===== src/design/dgpq_pkg.sv =====
// Types and constants shared by the distance grid point query block
`default_nettype none
package dgpq_pkg;

	localparam int CFG_AW = 3;
	localparam logic [CFG_AW-1:0] CFG_ORIGIN_X  = 3'd0;
	localparam logic [CFG_AW-1:0] CFG_ORIGIN_Y  = 3'd1;
	localparam logic [CFG_AW-1:0] CFG_ORIGIN_Z  = 3'd2;
	localparam logic [CFG_AW-1:0] CFG_SPACING_X = 3'd3;
	localparam logic [CFG_AW-1:0] CFG_SPACING_Y = 3'd4;
	localparam logic [CFG_AW-1:0] CFG_SPACING_Z = 3'd5;

	localparam logic OP_QUERY = 1'b0;
	localparam logic OP_WRITE = 1'b1;

	localparam logic [30:0] SPACING_RST = 31'd65536;

	localparam int DIV_NW    = 34;
	localparam int DIV_DW    = 32;
	localparam int MUL_W     = 34;
	localparam int PROD_W    = 50;
	localparam int ACC_W     = 52;
	localparam int TOP_W     = 41;
	localparam int CORR_W    = 41;
	localparam int RND_SHIFT = 14;
	localparam int RND_BIAS  = 8192;
	localparam int ENTRY_W   = 80;

	typedef struct packed {
		logic               opcode;
		logic signed [31:0] pos_x;
		logic signed [31:0] pos_y;
		logic signed [31:0] pos_z;
		logic [3:0]         cell_x;
		logic [3:0]         cell_y;
		logic [3:0]         cell_z;
		logic signed [15:0] entry_dir_x;
		logic signed [15:0] entry_dir_y;
		logic signed [15:0] entry_dir_z;
		logic signed [31:0] entry_dist;
	} dgpq_req_t;

	typedef struct packed {
		logic               in_range;
		logic               inside_res;
		logic signed [15:0] dir_x;
		logic signed [15:0] dir_y;
		logic signed [15:0] dir_z;
		logic [30:0]        distance;
	} dgpq_rsp_t;

	typedef struct packed {
		logic [CFG_AW-1:0] addr;
		logic [31:0]       wdata;
	} dgpq_cfg_t;

endpackage
`default_nettype wire


===== src/design/dgpq_div.sv =====
// Restoring divider, one quotient bit per cycle, saturating above QB bits
`default_nettype none
module dgpq_div import dgpq_pkg::*; #(
	parameter int QB = 4
) (
	input  logic              clk,
	input  logic              arst_n,
	input  logic              start,
	input  logic [DIV_NW-1:0] num,
	input  logic [DIV_DW-1:0] den,
	output logic              done,
	output logic [QB-1:0]     quo
);
	localparam int SW  = DIV_DW + QB + 1;
	localparam int CNW = (QB > 1) ? $clog2(QB) : 1;

	logic              run_q;
	logic              done_q;
	logic [CNW-1:0]    cnt_q;
	logic [DIV_NW-1:0] rem_q;
	logic [SW-1:0]     dsh_q;
	logic [QB-1:0]     quo_q;
	logic              sat_w;
	logic              ge_w;

	assign sat_w = SW'(num) >= (SW'(den) << QB);
	assign ge_w  = SW'(rem_q) >= dsh_q;

	always_ff @(posedge clk or negedge arst_n) begin
		if (!arst_n) begin
			run_q  <= 1'b0;
			done_q <= 1'b0;
			cnt_q  <= '0;
		end else begin
			done_q <= 1'b0;
			if (start) begin
				run_q  <= !sat_w;
				done_q <= sat_w;
				cnt_q  <= CNW'(QB - 1);
			end else if (run_q) begin
				cnt_q <= cnt_q - 1'b1;
				if (cnt_q == '0) begin
					run_q  <= 1'b0;
					done_q <= 1'b1;
				end
			end
		end
	end

	always_ff @(posedge clk) begin
		if (start) begin
			rem_q <= num;
			dsh_q <= SW'(den) << (QB - 1);
			quo_q <= sat_w ? '1 : '0;
		end else if (run_q) begin
			if (ge_w) begin
				rem_q <= rem_q - dsh_q[DIV_NW-1:0];
			end
			quo_q <= (quo_q << 1) | QB'(ge_w);
			dsh_q <= dsh_q >> 1;
		end
	end

	assign done = done_q;
	assign quo  = quo_q;
endmodule
`default_nettype wire


===== config.mk =====
export PLATFORM = sky130hd
export DESIGN_NAME = dgpq_div
export DESIGN_NICKNAME = d
export VERILOG_FILES = /design/src/design/dgpq_pkg.sv /design/src/design/dgpq_div.sv
export SDC_FILE = /design/constraint.sdc
export NUM_CORES = 1
export LEC_CHECK = 0
export BUFFER_PORTS_ARGS = -buffer_cell sky130_fd_sc_hd__buf_2
export CORE_MARGIN = 1
export CORE_UTILIZATION = 40
export CTS_CLUSTER_DIAMETER = 80
export DETAILED_ROUTE_END_ITERATION = 10
export PLACE_DENSITY = 0.63
export SLEW_MARGIN = 20
export SYNTH_ARGS = -nofsm -noshare
export SYNTH_HDL_FRONTEND = slang
export SYNTH_SLANG_ARGS = --single-unit
export TNS_END_PERCENT = 30

===== constraint.sdc =====
create_clock -name clk -period 11.5 [get_ports clk]
set_input_delay 1.725 -clock clk [delete_from_list [all_inputs] [get_ports clk]]
set_output_delay 1.725 -clock clk [all_outputs]
set_load 0.01 [all_outputs]

==> out/metrics.csv <==
metric,value,unit
setup_slack,6.50,ns
worstSetupEndpointType,flop,
period_minus_slack,5.00,ns
synth_flop_cell,edfxtp_1,
synth-seq-area-share,0.362,
combPwrFrac,0.554,
synth_nets,860,
ys_warn_count,0,
start_util,0.411,
ctsHoldBuffers,0,
synth-edff-count,70,
final_common_cell,nand2_1,
r2r-start,dsh_q[8],
cts_buffers,9,
grt_max_degree,78,
p_int,958,uW
drt_iter0_drc,341,
antenna_found_initial,0,
setup_viol,0,
area_growth,11.7,%
final_hold_viol_count,0,
relSlewSlack,0.342,
p_seq_frac,0.279,
h-tree-depth,3,
final_cell_mix,"nand2_1, inv_1, buf_2",
layout-drive-gt1-share,0.135,
clk_path_buf_depth,2,
synth_area,6250,sq um
vias,5228,
io_pins,74,
viasPerCell,5.40,
worst-setup-path-type,input port to flop,
track_usage,0.196,
holdCritPathClass,flop to flop,
worstHoldStart,cnt_q[1],
dp_hpwl,11.2,mm
grt_pass1_wl,24.7,mm
power_switching,693,uW
tritoncts,built,
first_pass_iters,5,
drcViolationCount,0,
root_buffer,clkbuf_16,
cts_setup_buffers,0,
die_w,127,um
synthCells,725,
place_congestion,0.857,
clkPwrFrac,0.167,
skew,0.00854,ns
wire_per_inst,15.3,um
vdd_drop_max,0.0934,mV
p_leak,0.00315,uW
ys_ff_latch,77,
yosysTopAreaCell,edfxtp_1,
totalWireLength,14.8,mm
slew_violations,0,
dieArea,16100,sq um
switching_share,0.420,
portBuffers,73,
worst_pin_slew,0.986,ns
cts_resized,0,
core-area,15200,sq um
clock.fmax,200,MHz
cp_max_fo,77,
grt_pass1_vias,4994,
drv_cap,0,
clock_latency,0.35,ns
antenna_cells,0,
syn_avg_cell_area,8.62,sq um
rsz0062_at_grt,no,
path_clk_slew,0.06,ns
synthDistinctLibCells,68,
nets,910,
critPathArrivalTime,5.01,ns
synth_top_area_share,0.336,
ant_nets,0,
worstPathRequired,11.51,ns
status,completed,
rows,45,
worst_setup_path_start_kind,input port,
yosys-top-cells-area,"edfxtp_1, ha_1, nand2_1, o21ai_0, inv_1",
cp-startpoint,start,
ys_async_sr_fraction,0.0519,
period_share,0.435,
p_per_area,236,nW/um^2
die_h,127,um
clock-sinks,77,
pre_cts_slack,6.01,ns
grt_overflow_total,0,
finalSetupTns,0,ns
fillCellCount,1542,
## cell usage after synthesis, types with 3 or more instances
library cell	number
o221ai_1	3
a21oi_1	42
o211ai_1	7
and3_1	4
nor2_1	33
o31ai_1	3
nor2b_1	3
a211oi_1	4
dfxtp_1	3
dfrtp_1	4
edfxtp_1	70
nor3_1	16
nand2_1	115
a31oi_1	7
o21ai_1	3
ha_1	65
clkbuf_2	3
nand3_1	18
o21ai_0	67
nor4_1	4
a21o_1	25
o21bai_1	10
nand4_1	12
clkbuf_1	28
a2111oi_0	5
and4_1	4
or2_2	4
and2_1	4
o21a_1	3
inv_1	81
xor2_1	9
xnor2_1	13
nor4b_1	3
mux2i_1	4
## through the flow
stage,total power (uW),hold slack (ns),instances,util,instance area [sq um]
3_3_place_gp,1370,0.496,952,0.441,6700
6_report,1650,0.515,968,0.459,6980
4_1_cts,1660,0.519,968,0.459,6980
3_5_place_dp,1370,0.502,952,0.441,6700
2_1_floorplan,1170,0.465,725,-,6250
5_1_grt,1780,0.559,968,0.459,6980
## registers in the layout, indices dropped and copies added (netlist names)
register	count
rem_q	34
dsh_q	35
quo	4
cnt_q	2
run_q	1
done	1
## worst max-delay path, stage by stage
cell     delay, ns
buf_4         0.52
buf_4         0.52
or2_2         0.85
nor3b_2       0.84
buf_4         0.48
## final timing paths
path	endpoint	slack [ns]	cells past startpoint
hold / removal	cnt_q[1]	0.51	2
max in group asynchronous	run_q	10.21	1
hold reg to reg	cnt_q[1]	0.51	2
setup / recovery	rem_q[21]	6.50	5
setup reg to reg	rem_q[21]	7.64	10
min in group asynchronous	done	1.17	1
## power groups by stage
stage               registers (uW)  clock network, uW  logic [uW]
floorplan                      460                  0         714
global placement               464                  0         902
detailed placement             466                  0         907
CTS                            461                282         913
global route                   470                292        1020
finish                         461                276         915
## metal layers
layer | routed length [um] | part of all wire | GRT usage | vias up
met3 | 464 | 0.031 | 0.0281 | 14
met2 | 6760 | 0.46 | 0.320 | 95
met4 | 217 | 0.015 | 0.0679 | 0
met5 | 0 | 0 | 0 | -
met1 | 7350 | 0.50 | 0.265 | 2409
li1 | - | - | - | 2710
## layout make-up
cell class	instances	area, sq um	share of cell area
sequential	77	2260	0.324
timing repair buffer	76	390	0.0559
clock buffer	15	279	0.0399
inverter	81	304	0.0435
clock inverter	1	5.00	0.000717
multi-input combinational	530	3510	0.502
tap	188	235	0.0337
## kinds of logic after synthesis
logic type | after synthesis | synth area share
xor gates and xnor gates | 22 | 0.0308
DFF | 77 | 0.362
muxes | 6 | 0.0100
buffers and inverters | 118 | 0.0777
and+or+nand+nor | 230 | 0.169
adders and majority gates | 66 | 0.133
AOI/OAI and AO/OA | 206 | 0.217
Power figures use the tool's default switching activity.
